<file path="src/sv/gopd_pkg.sv">
// ----------------------------------------------------------------------------
// gopd_pkg
// Shared types, constants and helpers for the glyph outline point decoder:
// item layouts on both channels, the command queue entry and flag packing.
// ----------------------------------------------------------------------------
package gopd_pkg;

   // outline capacity
   localparam int MaxPoints = 32;
   localparam int PtIdxW    = (MaxPoints > 1) ? $clog2(MaxPoints) : 1;
   localparam int PtCntW    = $clog2(MaxPoints + 1);

   // command queue between front and back
   localparam int QueueDepth = 4;
   localparam int QueuePtrW  = $clog2(QueueDepth);
   localparam int QueueCntW  = $clog2(QueueDepth + 1);

   // opcodes
   localparam logic OpBegin = 1'b0;
   localparam logic OpData  = 1'b1;

   // result codes
   localparam logic StatusCoord = 1'b0;
   localparam logic StatusClip  = 1'b1;
   localparam logic AxisX       = 1'b0;
   localparam logic AxisY       = 1'b1;

   // raw flag byte bit that opens a repeat run
   localparam int FlagRepeatBit = 3;

   typedef struct packed {
      logic       opcode;
      logic [5:0] point_count;
      logic [7:0] data_byte;
   } req_item_type;

   typedef struct packed {
      logic               status;
      logic               axis;
      logic [4:0]         point_index;
      logic signed [15:0] coord_value;
      logic               anchor;
      logic               last;
   } rsp_item_type;

   // packed flag as kept in the flag store
   typedef struct packed {
      logic y_same;
      logic x_same;
      logic y_short;
      logic x_short;
      logic on;
   } flag_type;

   // classified command
   typedef struct packed {
      logic              is_begin;
      logic [PtCntW-1:0] total;
      logic [7:0]        data;
   } cmd_type;

   typedef struct packed {
      logic    push;
      cmd_type cmd;
   } queue_wr_type;

   typedef struct packed {
      logic    valid;
      cmd_type cmd;
   } queue_rd_type;

   // point count of zero means one, counts above capacity are capped
   function automatic logic [PtCntW-1:0] clamp_count(input logic [5:0] c);
      int n;
      n = int'(c);
      if (n == 0) n = 1;
      if (n > MaxPoints) n = MaxPoints;
      return PtCntW'(n);
   endfunction

   // keep on-curve, short and same bits of a raw flag byte
   function automatic flag_type pack_flag(input logic [7:0] b);
      flag_type f;
      f.on      = b[0];
      f.x_short = b[1];
      f.y_short = b[2];
      f.x_same  = b[4];
      f.y_same  = b[5];
      return f;
   endfunction

endpackage

</file>
<file path="src/sv/gopd_front.sv">
// ----------------------------------------------------------------------------
// gopd_front
// Input side: takes items from the request channel, classifies them into
// begin or data commands, clamps the point count and pushes the queue.
// ----------------------------------------------------------------------------
module gopd_front (
   input  logic                   req_valid,
   output logic                   req_stall,
   input  gopd_pkg::req_item_type req_item,
   input  logic                   queue_full,
   output gopd_pkg::queue_wr_type queue_wr
);
   import gopd_pkg::*;

   // stall while the queue has no room
   assign req_stall = queue_full;

   // classify and push
   always_comb begin
      queue_wr.push         = req_valid && !queue_full;
      queue_wr.cmd.is_begin = (req_item.opcode == OpBegin);
      queue_wr.cmd.total    = clamp_count(req_item.point_count);
      queue_wr.cmd.data     = req_item.data_byte;
   end

endmodule

</file>
<file path="src/sv/gopd_queue.sv">
// ----------------------------------------------------------------------------
// gopd_queue
// Short command queue that lets the front and the back stall on their own.
// ----------------------------------------------------------------------------
module gopd_queue (
   input  logic                   clock,
   input  logic                   reset,
   input  gopd_pkg::queue_wr_type queue_wr,
   output logic                   queue_full,
   input  logic                   queue_pop,
   output gopd_pkg::queue_rd_type queue_rd
);
   import gopd_pkg::*;

   cmd_type                entries_ff [QueueDepth];
   logic [QueuePtrW-1:0]   wr_ptr_ff, wr_ptr_in;
   logic [QueuePtrW-1:0]   rd_ptr_ff, rd_ptr_in;
   logic [QueueCntW-1:0]   count_ff, count_in;
   logic                   do_push, do_pop;

   assign queue_full     = (count_ff == QueueCntW'(QueueDepth));
   assign queue_rd.valid = (count_ff != '0);
   assign queue_rd.cmd   = entries_ff[rd_ptr_ff];

   assign do_push = queue_wr.push && !queue_full;
   assign do_pop  = queue_pop && queue_rd.valid;

   // pointer and fill count update
   always_comb begin
      wr_ptr_in = wr_ptr_ff;
      rd_ptr_in = rd_ptr_ff;
      count_in  = count_ff;
      if (do_push) begin
         wr_ptr_in = (wr_ptr_ff == QueuePtrW'(QueueDepth - 1)) ? '0 : wr_ptr_ff + 1'b1;
      end
      if (do_pop) begin
         rd_ptr_in = (rd_ptr_ff == QueuePtrW'(QueueDepth - 1)) ? '0 : rd_ptr_ff + 1'b1;
      end
      if (do_push && !do_pop) begin
         count_in = count_ff + 1'b1;
      end else if (do_pop && !do_push) begin
         count_in = count_ff - 1'b1;
      end
   end

   always_ff @(posedge clock) begin
      if (reset) begin
         wr_ptr_ff <= '0;
         rd_ptr_ff <= '0;
         count_ff  <= '0;
      end else begin
         wr_ptr_ff <= wr_ptr_in;
         rd_ptr_ff <= rd_ptr_in;
         count_ff  <= count_in;
      end
   end

   // entry storage
   always_ff @(posedge clock) begin
      if (do_push) begin
         entries_ff[wr_ptr_ff] <= queue_wr.cmd;
      end
   end

endmodule

</file>
<file path="src/sv/gopd_back.sv">
// ----------------------------------------------------------------------------
// gopd_back
// Execution side: keeps the flag store, expands repeat runs one flag a cycle,
// decodes x then y coordinate bytes, emits zero-byte points one a cycle
// while unstalled and holds each result in the output register till taken.
// ----------------------------------------------------------------------------
module gopd_back (
   input  logic                   clock,
   input  logic                   reset,
   input  gopd_pkg::queue_rd_type queue_rd,
   output logic                   queue_pop,
   output logic                   rsp_valid,
   input  logic                   rsp_stall,
   output gopd_pkg::rsp_item_type rsp_item
);
   import gopd_pkg::*;

   typedef enum logic [4:0] {
      ST_IDLE   = 5'b00001,
      ST_FLAG   = 5'b00010,
      ST_REPEAT = 5'b00100,
      ST_FILL   = 5'b01000,
      ST_COORD  = 5'b10000
   } phase_type;

   phase_type         phase_ff, phase_in;
   logic              axis_ff, axis_in;
   logic [PtCntW-1:0] total_ff, total_in;
   logic [PtCntW-1:0] cursor_ff, cursor_in;
   logic [PtCntW-1:0] fill_ff, fill_in;
   flag_type          rep_flag_ff, rep_flag_in;
   logic [15:0]       prev_ff, prev_in;
   logic [7:0]        hold_ff, hold_in;
   logic              pending_ff, pending_in;
   logic              rsp_valid_ff, rsp_valid_in;
   rsp_item_type      rsp_item_ff, rsp_item_in;

   flag_type          flag_store_ff [MaxPoints];
   flag_type          flag_store_in;
   logic              flag_store_we;

   flag_type          cur_flag;
   logic              cur_short, cur_same, zero_pt;
   logic              can_emit, at_end, rep_over;
   logic [PtCntW-1:0] cursor_nx, room, rep_cnt;
   logic [7:0]        b;
   logic [15:0]       delta, sum;
   logic              emit_en, do_adv, go_coord;
   rsp_item_type      emit_item;

   assign rsp_valid = rsp_valid_ff;
   assign rsp_item  = rsp_item_ff;

   // current point and its flag
   assign cur_flag  = flag_store_ff[cursor_ff[PtIdxW-1:0]];
   assign cur_short = axis_ff ? cur_flag.y_short : cur_flag.x_short;
   assign cur_same  = axis_ff ? cur_flag.y_same : cur_flag.x_same;
   assign zero_pt   = (phase_ff == ST_COORD) && !cur_short && cur_same;

   assign can_emit  = !rsp_valid_ff || !rsp_stall;
   assign cursor_nx = cursor_ff + 1'b1;
   assign at_end    = (cursor_nx >= total_ff);
   assign b         = queue_rd.cmd.data;

   // repeat run clipping against the points left
   assign room      = total_ff - cursor_ff;
   assign rep_over  = (int'(b) > int'(room));
   assign rep_cnt   = rep_over ? room : PtCntW'(b);

   // coordinate delta: short byte with sign from the same bit, or long word
   always_comb begin
      if (cur_short) begin
         delta = cur_same ? {8'h00, b} : 16'h0000 - {8'h00, b};
      end else begin
         delta = {hold_ff, b};
      end
   end
   assign sum = prev_ff + delta;

   // sequencer
   always_comb begin
      phase_in      = phase_ff;
      axis_in       = axis_ff;
      total_in      = total_ff;
      cursor_in     = cursor_ff;
      fill_in       = fill_ff;
      rep_flag_in   = rep_flag_ff;
      prev_in       = prev_ff;
      hold_in       = hold_ff;
      pending_in    = pending_ff;
      queue_pop     = 1'b0;
      flag_store_we = 1'b0;
      flag_store_in = pack_flag(b);
      emit_en       = 1'b0;
      do_adv        = 1'b0;
      go_coord      = 1'b0;

      emit_item             = '0;
      emit_item.status      = StatusCoord;
      emit_item.axis        = axis_ff;
      emit_item.point_index = 5'(cursor_ff);
      emit_item.coord_value = prev_ff;
      emit_item.anchor      = cur_flag.on;
      emit_item.last        = (axis_ff == AxisY) && at_end;

      if (zero_pt) begin
         // point that takes no byte repeats the previous value
         if (can_emit) begin
            emit_en = 1'b1;
            do_adv  = 1'b1;
         end
      end else if (phase_ff == ST_FILL) begin
         // copy the repeated flag, one point a cycle
         flag_store_we = 1'b1;
         flag_store_in = rep_flag_ff;
         cursor_in     = cursor_nx;
         fill_in       = fill_ff - 1'b1;
         if (fill_ff == PtCntW'(1)) begin
            phase_in = ST_FLAG;
            go_coord = at_end;
         end
      end else if (queue_rd.valid && can_emit) begin
         queue_pop = 1'b1;
         if (queue_rd.cmd.is_begin) begin
            phase_in    = ST_FLAG;
            axis_in     = AxisX;
            total_in    = queue_rd.cmd.total;
            cursor_in   = '0;
            rep_flag_in = '0;
            prev_in     = '0;
            hold_in     = '0;
            pending_in  = 1'b0;
         end else begin
            case (phase_ff)
               ST_FLAG: begin
                  flag_store_we = 1'b1;
                  cursor_in     = cursor_nx;
                  if (b[FlagRepeatBit]) begin
                     rep_flag_in = pack_flag(b);
                     phase_in    = ST_REPEAT;
                  end else begin
                     go_coord = at_end;
                  end
               end
               ST_REPEAT: begin
                  if (rep_over) begin
                     emit_en                = 1'b1;
                     emit_item              = '0;
                     emit_item.status       = StatusClip;
                     emit_item.axis         = AxisX;
                     emit_item.point_index  = 5'(cursor_ff - 1'b1);
                  end
                  if (rep_cnt == '0) begin
                     phase_in = ST_FLAG;
                     go_coord = (cursor_ff >= total_ff);
                  end else begin
                     fill_in  = rep_cnt;
                     phase_in = ST_FILL;
                  end
               end
               ST_COORD: begin
                  if (cur_short || pending_ff) begin
                     emit_en               = 1'b1;
                     emit_item.coord_value = sum;
                     prev_in               = sum;
                     pending_in            = 1'b0;
                     do_adv                = 1'b1;
                  end else begin
                     hold_in    = b;
                     pending_in = 1'b1;
                  end
               end
               default: begin
                  // data while idle is dropped
               end
            endcase
         end
      end

      // step to the next point, x axis rolls over into y
      if (do_adv) begin
         if (at_end) begin
            if (axis_ff == AxisX) begin
               axis_in    = AxisY;
               cursor_in  = '0;
               prev_in    = '0;
               hold_in    = '0;
               pending_in = 1'b0;
            end else begin
               phase_in = ST_IDLE;
            end
         end else begin
            cursor_in = cursor_nx;
         end
      end

      // flags complete, start on x coordinates
      if (go_coord) begin
         phase_in   = ST_COORD;
         axis_in    = AxisX;
         cursor_in  = '0;
         prev_in    = '0;
         hold_in    = '0;
         pending_in = 1'b0;
      end
   end

   // output register
   always_comb begin
      rsp_valid_in = emit_en || (rsp_valid_ff && rsp_stall);
      rsp_item_in  = emit_en ? emit_item : rsp_item_ff;
   end

   always_ff @(posedge clock) begin
      if (reset) begin
         phase_ff     <= ST_IDLE;
         axis_ff      <= AxisX;
         total_ff     <= '0;
         cursor_ff    <= '0;
         fill_ff      <= '0;
         rep_flag_ff  <= '0;
         prev_ff      <= '0;
         hold_ff      <= '0;
         pending_ff   <= 1'b0;
         rsp_valid_ff <= 1'b0;
      end else begin
         phase_ff     <= phase_in;
         axis_ff      <= axis_in;
         total_ff     <= total_in;
         cursor_ff    <= cursor_in;
         fill_ff      <= fill_in;
         rep_flag_ff  <= rep_flag_in;
         prev_ff      <= prev_in;
         hold_ff      <= hold_in;
         pending_ff   <= pending_in;
         rsp_valid_ff <= rsp_valid_in;
      end
   end

   always_ff @(posedge clock) begin
      rsp_item_ff <= rsp_item_in;
   end

   // flag store
   always_ff @(posedge clock) begin
      if (flag_store_we) begin
         flag_store_ff[cursor_ff[PtIdxW-1:0]] <= flag_store_in;
      end
   end

   // checks
   a_coord_cursor: assert property (@(posedge clock) disable iff (reset)
      (phase_ff == ST_COORD) |-> (cursor_ff < total_ff))
      else $error("coordinate cursor past point total");

   a_fill_range: assert property (@(posedge clock) disable iff (reset)
      (phase_ff == ST_FILL) |-> (fill_ff != '0 && cursor_ff < total_ff))
      else $error("repeat fill outside the glyph");

   a_pending_phase: assert property (@(posedge clock) disable iff (reset)
      pending_ff |-> (phase_ff == ST_COORD))
      else $error("high byte held outside coordinate decode");

   a_last_idle: assert property (@(posedge clock) disable iff (reset)
      (emit_en && emit_item.last) |=> (phase_ff == ST_IDLE))
      else $error("decoder still busy after final y coordinate");

endmodule

</file>
<file path="src/sv/glyph_outline_point_decoder_core.sv">
// ----------------------------------------------------------------------------
// glyph_outline_point_decoder_core
// Decodes the flag and coordinate part of a simple glyph outline into one
// absolute coordinate per point and axis.
// ----------------------------------------------------------------------------
// Usage: send a begin item with the point count, then the outline bytes
// starting at the flag array. One rsp item comes out for every x and then
// every y coordinate; a repeat run that overruns the point count is clipped
// and reported by one status item. last marks the final y coordinate.
// Both channels are valid/stall; an item moves when valid is high and stall
// is low.
// Structure: the front pushes a command queue of four entries, the back pops it.
// A request item is written into the queue and popped by the back; any result
// it yields is held in the output register that drives rsp_valid. The back
// takes no byte while it copies the flags of a repeat run or while it emits
// a point that takes no byte.
// With rsp_stall low the block takes one byte per cycle outside those steps.
// Reset clears all control state and empties the queue; the flag store is
// not cleared and only entries written for the current glyph are read.
// While rsp_stall is high the result is held, the back pauses on its next
// result, and req_stall rises once the queue fills.
// ----------------------------------------------------------------------------
module glyph_outline_point_decoder_core (
   input  logic                   clock,
   input  logic                   reset,
   input  logic                   req_valid,
   output logic                   req_stall,
   input  gopd_pkg::req_item_type req_item,
   output logic                   rsp_valid,
   input  logic                   rsp_stall,
   output gopd_pkg::rsp_item_type rsp_item
);
   import gopd_pkg::*;

   queue_wr_type queue_wr;
   queue_rd_type queue_rd;
   logic         queue_full;
   logic         queue_pop;

   // classification
   gopd_front u_front (
      .req_valid  (req_valid),
      .req_stall  (req_stall),
      .req_item   (req_item),
      .queue_full (queue_full),
      .queue_wr   (queue_wr)
   );

   // command queue
   gopd_queue u_queue (
      .clock      (clock),
      .reset      (reset),
      .queue_wr   (queue_wr),
      .queue_full (queue_full),
      .queue_pop  (queue_pop),
      .queue_rd   (queue_rd)
   );

   // decode and output
   gopd_back u_back (
      .clock     (clock),
      .reset     (reset),
      .queue_rd  (queue_rd),
      .queue_pop (queue_pop),
      .rsp_valid (rsp_valid),
      .rsp_stall (rsp_stall),
      .rsp_item  (rsp_item)
   );

endmodule

</file>
<file path="config.mk">
export PLATFORM = sky130hd
export DESIGN_NAME = glyph_outline_point_decoder_core
export DESIGN_NICKNAME = d
export VERILOG_FILES = /design/src/sv/gopd_pkg.sv /design/src/sv/gopd_front.sv /design/src/sv/gopd_queue.sv /design/src/sv/gopd_back.sv /design/src/sv/glyph_outline_point_decoder_core.sv
export SDC_FILE = /design/constraint.sdc
export NUM_CORES = 1
export LEC_CHECK = 0
export ABC_AREA = 1
export BUFFER_PORTS_ARGS = -buffer_cell sky130_fd_sc_hd__buf_2
export CAP_MARGIN = 20
export CORE_MARGIN = 2
export CORE_UTILIZATION = 60
export CTS_CLUSTER_DIAMETER = 60
export DETAILED_ROUTE_END_ITERATION = 16
export PLACE_DENSITY = 0.88
export SYNTH_ARGS = -nofsm -noshare
export SYNTH_HDL_FRONTEND = slang
export SYNTH_SLANG_ARGS = --single-unit
</file>
<file path="constraint.sdc">
create_clock -name clock -period 10.7 [get_ports clock]
set_input_delay 1.605 -clock clock [delete_from_list [all_inputs] [get_ports clock]]
set_output_delay 1.605 -clock clock [all_outputs]
set_load 0.005 [all_outputs]
</file>
; After elaboration in Yosys (flattened, before gate mapping)
; Memory sizes are Yosys's and may differ from the RTL's. A register that Yosys moved wholly into a read port is not among the register bits.
; Cells that the tools add are included.
; Widths: inputs -> output; s select.
[word_totals]
output_inout_bits = 27
in_bits = 19
ramBits = 220
wordCells = 206
memories = 2
ff_bits = 87
[memory_table]
columns = memory, depth, width, read_ports, rd_clocked_by_memory_dff, wr, line
row1 = u_back.flag_store_ff, 32, 5, 1, 1, 1, gopd_back.sv:38  ; flag_type flag_store_ff [MaxPoints];
row2 = u_queue.entries_ff, 4, 15, 1, 1, 1, gopd_queue.sv:15  ; cmd_type entries_ff [QueueDepth];
[op_classes]
bitwise_logic = 5
n_eq_ne = 10
addsub = 10
magnitude_cmp = 4
reduce_logical = 32
muxes = 119
[ops]
columns = op, count
row1 = $mux 16, 11
row2 = $mux 6, 17
row3 = $mux 24, 4
row4 = $mux 5, 16
row5 = $mux 8, 9
row6 = $mux 1, 49
row7 = $pmux 16 s2, 1
row8 = $mux 25, 1
row9 = $add 16x16->16, 1
row10 = $ge 6x6->1, 2
row11 = $logic_not 6->1, 2
row12 = $logic_and 1x1->1, 10
row13 = $mux 2, 5
row14 = $pmux 5 s2, 1
row15 = $reduce_and 5->1, 2
row16 = $reduce_bool 2->1, 5
row17 = $sub 1x8->9 const A, 1
row18 = $gt 8x6->1, 1
row19 = $add 6x1->6 const B, 1
row20 = $eq 6x1->1 const B, 1
row21 = $gt 6x6->1 const B, 1
row22 = $logic_not 1->1, 6
row23 = $mux 3, 2
row24 = $sub 6x1->6 const B, 1
row25 = other kinds (20), 30

; Longest topological paths before layout
; Gate-level depths: netlist (run 1).
[logic_depth]
word_depth = 14
depth_mapped = 37

; By module
; Synthesis (run 1) repeated with hierarchy kept, for this count alone.
[hier_totals]
hier_cells = 1617
hier_area_um2 = 15304.7
[modules_own_cells]
columns = mod, area_each_um2, n_inst, cells_each, seq_area_each_um2
row1 = gopd_back, 12305.6, 1, 1376, 6656.4
row2 = gopd_queue, 2861.5, 1, 215, 1981.9
row3 = gopd_front, 137.6, 1, 26, 0.0

; Worst setup path after synthesis (run 1)
; No wires, ideal clock.
[synth_path]
path_type = reg2reg
startpoint = reg u_back.cursor_ff[1]
endpoint = reg u_back.rsp_valid_ff, in the netlist u_back.rsp_valid
n_path_buf = 5
required_time_ps = 10578
arrival_ps = 4248
slack_ps = 6330
stages_incl_launch_ff = 24
cell_sequence = dfxtp_1 -> buf_2 -> inv_1 -> buf_2 -> buf_4 -> clkbuf_1 -> ha_1 -> inv_1 -> nor3_1 -> or2_2 -> xor2_1 -> inv_1 -> ha_1 -> a21oi_1 -> o21ai_0 -> nand2_1 -> nand2_1 -> nand2_1 -> buf_2 -> inv_1 -> nand2_1 -> nand3_1 -> o21ai_0 -> inv_1
[synth_between]
elab_chain_cells = 9
[synth_lines]
columns = item, line
row1 = "start, declared", gopd_back.sv:29  ; logic [PtCntW-1:0] cursor_ff, cursor_in;
row2 = "start signal, assigned", gopd_back.sv:230  ; cursor_ff <= cursor_in;
row3 = $sub 6x6->6, gopd_back.sv:66  ; assign room = total_ff - cursor_ff;
row4 = $gt 8x6->1, gopd_back.sv:67  ; assign rep_over = (int'(b) > int'(room));
row5 = $mux 1, gopd_back.sv:146  ; if (rep_over) begin
row6 = $pmux 1 s2, gopd_back.sv:134  ; case (phase_ff)
row7 = $mux 1, gopd_back.sv:124  ; if (queue_rd.cmd.is_begin) begin
row8 = $mux 1, gopd_back.sv:122  ; end else if (queue_rd.valid && can_emit) begin
row9 = $mux 1, gopd_back.sv:112  ; end else if (phase_ff == ST_FILL) begin
row10 = $mux 1, gopd_back.sv:106  ; if (zero_pt) begin
row11 = via u_back.emit_en, gopd_back.sv:48  ; logic emit_en, do_adv, go_coord;
row12 = $logic_or 1x1->1, gopd_back.sv:210  ; rsp_valid_in = emit_en || (rsp_valid_ff && rsp_stall);
row13 = "end signal, assigned", gopd_back.sv:236  ; rsp_valid_ff <= rsp_valid_in;
row14 = "end, declared", gopd_back.sv:35  ; logic rsp_valid_ff, rsp_valid_in;
; The timed path passes the listed nets, and every way through them passes these cells.
; A chain may end at the register's enable or synchronous reset.

==> results of run 1 <==
## cells by family after synthesis
| logic type | Yosys count | synth area share |
|---|---|---|
| and+or+nand+nor | 727 | 0.201 |
| DFF | 309 | 0.573 |
| AOI/OAI and AO/OA | 269 | 0.0996 |
| buffers and inverters | 249 | 0.0676 |
| adders and majority gates | 50 | 0.0430 |
| xor gates and xnor gates | 27 | 0.0157 |
## layout make-up
class | count | share of cell area
Clock inverter | 25 | 0.0133
Sequential cell | 309 | 0.521
Multi-Input combinational cell | 1073 | 0.328
Inverter | 197 | 0.0446
Tap cell | 324 | 0.0245
Clock buffer | 33 | 0.0473
Timing Repair Buffer | 61 | 0.0208
## cells in the final DEF, fill, tap and decap left out, types with 10 or more instances in the layout
cell       Yosys  layout
clkbuf_16      0      31
ha_1          47      47
a21oi_1       70      70
nand3_1       96      96
dfxtp_1       64      63
inv_1        185     185
nor3_1        10      10
buf_4          7      16
edfxtp_1     245     245
inv_2         10      10
buf_2         22      45
nand2_1      403     403
xor2_1        21      21
nand4_1       11      11
o22ai_1       23      23
nor2_1       172     172
o21ai_0      129     124
## per-layer routing
metal / part of all wire / GRT usage
met2: 0.47 / 0.444
met4: 0.030 / 0.0949
met5: 0 / 0
met3: 0.10 / 0.0514
met1: 0.40 / 0.362
## how the worst min path moves through the flow
stage | start | slack (ps) | depth (start not counted) | endpoint
5_1_grt | u_back.rep_flag_ff[3]$_SDFFE_PP0P_ | 490 | 2 | u_back.rep_flag_ff[3]$_SDFFE_PP0P_
4_1_cts | u_back.rep_flag_ff[3]$_SDFFE_PP0P_ | 470 | 2 | u_back.rep_flag_ff[3]$_SDFFE_PP0P_
3_3_place_gp | u_back.rep_flag_ff[4]$_SDFFE_PP0P_ | 450 | 2 | u_back.rep_flag_ff[4]$_SDFFE_PP0P_
2_1_floorplan | u_back.rep_flag_ff[0]$_SDFFE_PP0P_ | 440 | 2 | u_back.rep_flag_ff[0]$_SDFFE_PP0P_
3_5_place_dp | u_back.rep_flag_ff[3]$_SDFFE_PP0P_ | 460 | 2 | u_back.rep_flag_ff[3]$_SDFFE_PP0P_
6_report | u_back.rep_flag_ff[3]$_SDFFE_PP0P_ | 470 | 2 | u_back.rep_flag_ff[3]$_SDFFE_PP0P_
## state kept, by name (all words and copies together) (netlist names), named ones only
signal,count
u_back.axis_ff,1
u_back.rep_flag_ff,5
u_back.flag_store_ff,160
u_queue.rd_ptr_ff,2
u_back.total_ff,6
u_queue.wr_ptr_ff,2
u_queue.count_ff,3
u_back.hold_ff,8
u_back.phase_ff,5
u_back.pending_ff,1
u_back.cursor_ff,6
u_back.rsp_item,25
u_queue.entries_ff,60
u_back.prev_ff,16
u_back.fill_ff,6
u_back.rsp_valid,1
## through the flow
step / power [mW] / area [µm²] / worst slack [ps] / util / hold slack, ps
after floorplan: 2.29 / 15100 / 6330 / - / 444
after global placement: 2.58 / 15600 / 5450 / 0.636 / 454
after global routing: 3.86 / 16600 / 4620 / 0.677 / 494
after CTS: 3.68 / 16600 / 5220 / 0.677 / 470
final: 3.70 / 16600 / 5090 / 0.677 / 469
after detailed placement: 2.62 / 15600 / 5270 / 0.636 / 462
## power by group
part,internal [mW],switching (mW)
logic,0.295,0.822
registers,1.47,0.0457
clock network,0.604,0.462
total,2.37,1.33
## worst reg2reg max path: cells and delay by family, from the launching register on
family,cells,cell delay (ps)
AND/OR/NAND/NOR,15,2060
buffers and inverters,5,1900
AO/OA/AOI/OAI,4,610
flip-flops,1,320
adder cells (fa/ha/maj),1,280
XOR/XNOR,1,190
==> results by group, run 1 <==
Die
  • Die width: 162 µm
  • Die area: 26,400 µm²
  • Initial Util: 0.616
  • Die height: 162 µm
  • I/O Pins: 46
  • Core Rows: 57
  • Core Area: 24,500 µm²

Logic synthesis
  • Yosys top cell area share: 0.488
  • Cells after Synth: 1,631
  • Most common library cells after synthesis: nand2_1 (403), edfxtp_1 (245), inv_1 (185)
  • Synth area leaders: edfxtp_1 (49%), nand2_1 (10%), dfxtp_1 (8.5%), inv_1 (4.6%), o21ai_0 (4.3%)
  • Yosys top cell by area: edfxtp_1
  • Number of flops mapped to enable cells by yosys: 245
  • Post-synth ARST share: 0
  • Seq/Total Area, Yosys: 0.573
  • Syn Nets: 1,700
  • #FFs+latches synth: 309
  • Syn avg cell area: 9.24 µm²
  • Synthesis Warnings: 0
  • Top-count cell post-synth: nand2_1
  • Count of cell types in the netlist: 49
  • Synthesized cell area: 15,100 µm²
  • Post-synth top flop: edfxtp_1

Setup path
  • CP Data Arrival Time: 5930 ps
  • CP most frequent cell: nand3_1
  • End of the critical path: u_back.rsp_item[15]$_DFFE_PP_
  • Delay-heaviest family, CP: simple AND/OR/NAND/NOR gates
  • CP bufs+invs: 5
  • Crit path launch: u_back.cursor_ff[0]$_SDFF_PP0_
  • CP required: 11,020 ps
  • FF-to-FF path depth: 26
  • WS Path Type: reg2reg
  • CP Max Fanout: 89
  • Reg-to-Reg End: u_back.rsp_item[15]$_DFFE_PP_
  • Worst path slowest cell: buf_4
  • Max stage delay on crit path: 690 ps
  • Startpoint Class: register
  • Critical Path Stages: 26
  • Flop2flop setup slack: 5090 ps
  • Worst flop-to-flop path startpoint: u_back.cursor_ff[0]$_SDFF_PP0_
  • Critical Path End Type: register

Route
  • TritonRoute pass-1 iters: 5
  • DRC: 0
  • Starting DRT DRC Count: 1,193
  • Via count: 11,800
  • WL/cell: 17.6 µm
  • Vias/cell: 5.81
  • Routed Wire Length: 35,600 µm
  • Routed Antenna Nets: 0

STA
  • Final setup violation count: 0
  • Period Utilization, post-route: 0.524
  • Final worst path period need: 5610 ps
  • Max Fclk: 178 MHz
  • Final setup TNS: 0 ps
  • Final Hold Viols: 0
  • Slew HR: 0.350
  • Worst-Margin Slew: 974 ps
  • Clock skew: 12.3 ps
  • RSZ-0062 raised after global routing: no
  • Slew Limit Fails: 0

Place
  • # placed instances: 1,964
  • PortBufs: 45
  • Dpl hpwl: 23,000 µm
  • Routability cong.: 0.973

Global route
  • First-pass GRT wire length: 56,200 µm
  • Total global routing overflow: 0
  • Tot GR Track Use: 0.270
  • Vias in the first global route: 11,100
  • Initial antenna violation count: 0
  • Largest net degree at the start of global routing: 90

Final layout
  • Fillers: 1,785
  • Multi-input logic area: 5440 µm²
  • Reg area: 8640 µm²
  • Area Growth Syn to Fin: 9.97%
  • Fin cells: 2,022
  • Final net count: 1,742
  • Share of cells above drive strength 1: 0.0925
  • ANT cells: 0

CTS
  • H-Tree Level Count: 1
  • CTS resizes: 0
  • CTS tree: done
  • Root Driver: clkbuf_16
  • Hold Buf Count CTS: 0
  • Worst-path clk slew: 60 ps
  • Worst-skew pair later-pin latency: 580 ps
  • CTS buffer count: 31
  • Clk buf depth: 3
  • # clock sinks: 309
  • Post-CTS Setup Inserts: 0

Power
  • P per Cell Area: 223 nW/µm²
  • Leakage power: 6.70 nW
  • Max IR drop VDD: 194 µV

Status
  • Status: completed

Flow run
  • Max cap viols: 0

Min path
  • Hold crit path type: reg2reg
No activity file was read; power rests on OpenSTA's default activity.
==> inputs of run 2 (changes only) <==
--- a/config.mk
+++ b/config.mk
@@ -9,10 +9,10 @@
 export BUFFER_PORTS_ARGS = -buffer_cell sky130_fd_sc_hd__buf_2
 export CAP_MARGIN = 20
 export CORE_MARGIN = 2
-export CORE_UTILIZATION = 60
+export CORE_UTILIZATION = 56
 export CTS_CLUSTER_DIAMETER = 60
 export DETAILED_ROUTE_END_ITERATION = 16
-export PLACE_DENSITY = 0.88
+export PLACE_DENSITY = 0.87
 export SYNTH_ARGS = -nofsm -noshare
 export SYNTH_HDL_FRONTEND = slang
 export SYNTH_SLANG_ARGS = --single-unit
==> constraint.sdc (replaced) <==
create_clock -name clock -period 4.88 [get_ports clock]
set_input_delay 0.732 -clock clock [delete_from_list [all_inputs] [get_ports clock]]
set_output_delay 0.732 -clock clock [all_outputs]
set_load 0.005 [all_outputs]
==> run 2 against run 1 <==
Register-to-register slack worse by 4800 ps. Critical path depth is 6 lower. Clock skew is 2.1 ps higher. Sequential power is 120% higher. Non-clock buffer count is 9 higher. Clock power is 120% higher. Critical endpoint is now u_back.cursor_ff[0]$_SDFF_PP0_.
==> results by group, run 2 (synthesis gave the netlist of run 1 again) <==
Status
  • Status: completed

Die
  • Die height: 168 µm
  • Die width: 168 µm
  • Core Rows: 60
  • Initial Util: 0.565
  • Die area: 28,200 µm²
  • Core Area: 26,700 µm²
  • I/O Pins: 46

STA
  • Slew Limit Fails: 0
  • WHS: 389 ps
  • Slew HR: 0.520
  • Clock skew: 14.4 ps
  • Final Hold Viols: 0
  • Final worst path period need: 4610 ps
  • Final setup violation count: 0
  • Period Utilization, post-route: 0.944
  • Worst-Margin Slew: 719 ps
  • Max Fclk: 217 MHz

Setup path
  • CP Data Arrival Time: 5010 ps
  • Startpoint Class: register
  • CP most frequent cell: nand2_1
  • Cell Chain, Critical Path: inv_2 > ha_1 > a21o_1 > or2_2 > xor2_1 > inv_1 > ha_1 > nand2_1 > o21ai_0 > nand2_1 > nand2_1 > nand2_1 > o21ai_0 > nand2_1 > nor2_2 > nand4_1 > nand2_1 > nand2_2 > nand3_1 > a21oi_1
  • CP Max Fanout: 13
  • Worst path slowest cell: dfxtp_1
  • CP required: 5290 ps
  • Critical Path End Type: register
  • CP bufs+invs: 2
  • WS Path Type: reg2reg
  • Delay-heaviest family, CP: simple AND/OR/NAND/NOR gates
  • Max stage delay on crit path: 620 ps

Final layout
  • Final core utilization: 0.628
  • Area Growth Syn to Fin: 11.0%
  • Multi-input logic area: 5460 µm²
  • Reg area: 8640 µm²
  • Final net count: 1,751
  • ANT cells: 0
  • Post-layout instance area: 16,700 µm²
  • Most frequent cells in the layout: nand2_1 (403), edfxtp_1 (245), inv_1 (185), nor2_1 (171), o21ai_0 (124)
  • Share of cells above drive strength 1: 0.0968
  • Fillers: 2,058
  • Most common cell after layout, fill and taps aside: nand2_1
  • Largest register FFs: 160

Global route
  • Initial antenna violation count: 0
  • Met3 Usage GRT: 0.0454
  • GR met1 Demand/Resource: 0.343
  • Largest net degree at the start of global routing: 54
  • GR Layer Usage met2: 0.413
  • Total global routing overflow: 0
  • First-pass GRT wire length: 56,600 µm
  • Tot GR Track Use: 0.251
  • Gr busiest metal: met2
  • Vias in the first global route: 11,200

CTS
  • Root Driver: clkbuf_16
  • Worst-skew pair later-pin latency: 560 ps
  • CTS tree: done
  • Clk buf depth: 3
  • # clock sinks: 309
  • Post-CTS Setup Inserts: 0
  • H-Tree Level Count: 1
  • Worst-path clk slew: 60 ps
  • Hold Buf Count CTS: 0
  • CTS buffer count: 31
  • CTS resizes: 0

Place
  • Dpl hpwl: 23,800 µm
  • Routability cong.: 0.992
  • Post-DP Area: 15,700 µm²
  • PortBufs: 45

Power
  • Max IR drop VDD: 478 µV
  • P per Cell Area: 487 nW/µm²
  • Leakage power: 6.76 nW

Route
  • Vias/cell: 5.75
  • WL/cell: 17.4 µm
  • Starting DRT DRC Count: 1,260
  • DRC: 0
  • Routed Antenna Nets: 0
  • TritonRoute pass-1 iters: 5
  • Via count: 11,800
  • Routed Wire Length: 35,700 µm

Flow run
  • Max cap viols: 0

Min path
  • Hold crit path type: in2reg
[run 2: worst paths after layout]
path	endpoint	slack [ps]	cells past startpoint	start
setup / recovery	u_back.cursor_ff[0]$_SDFF_PP0_	270	20	u_back.cursor_ff[2]$_SDFF_PP0_
hold / removal	u_queue.entries_ff[1][6]$_DFFE_PP_	390	1	req_item[6]
setup reg to reg	u_back.cursor_ff[0]$_SDFF_PP0_	270	20	u_back.cursor_ff[2]$_SDFF_PP0_
hold reg to reg	u_back.rep_flag_ff[1]$_SDFFE_PP0P_	470	2	u_back.rep_flag_ff[1]$_SDFFE_PP0P_
[run 2: where the power goes]
group	total (mW)	switching [mW]	internal, mW	leakage (nW)
Sequential	3.29	0.0717	3.22	2.74
Combinational	2.53	1.84	0.691	3.52
Clock	2.33	0.960	1.37	0.490
[run 2: through the flow]
step                setup WS [ps]  cells  power, mW  setup TNS, ps
finish                        274   2046       8.15              0
global route                -9.87   2046       8.52          -9.87
CTS                           353   2045       8.10              0
detailed placement            458   1989       5.78              0
global placement              579   1989       5.70              0
floorplan                     510   1631       5.01              0
[run 2: layer usage]
| metal | vias up | wire, µm |
|---|---|---|
| li1 | 5586 | - |
| met1 | 5509 | 14700 |
| met2 | 595 | 16600 |
| met3 | 80 | 3610 |
| met4 | 0 | 806 |
| met5 | - | 0 |
[run 2: cell type report]
cell class / count / share of cell area
clock buffers: 47 / 0.0536
multi-input cells: 1073 / 0.326
inverters: 197 / 0.0442
flip-flops and latches: 309 / 0.517
clock inverters: 9 / 0.00666
repair buffers: 70 / 0.0271
well taps: 341 / 0.0255
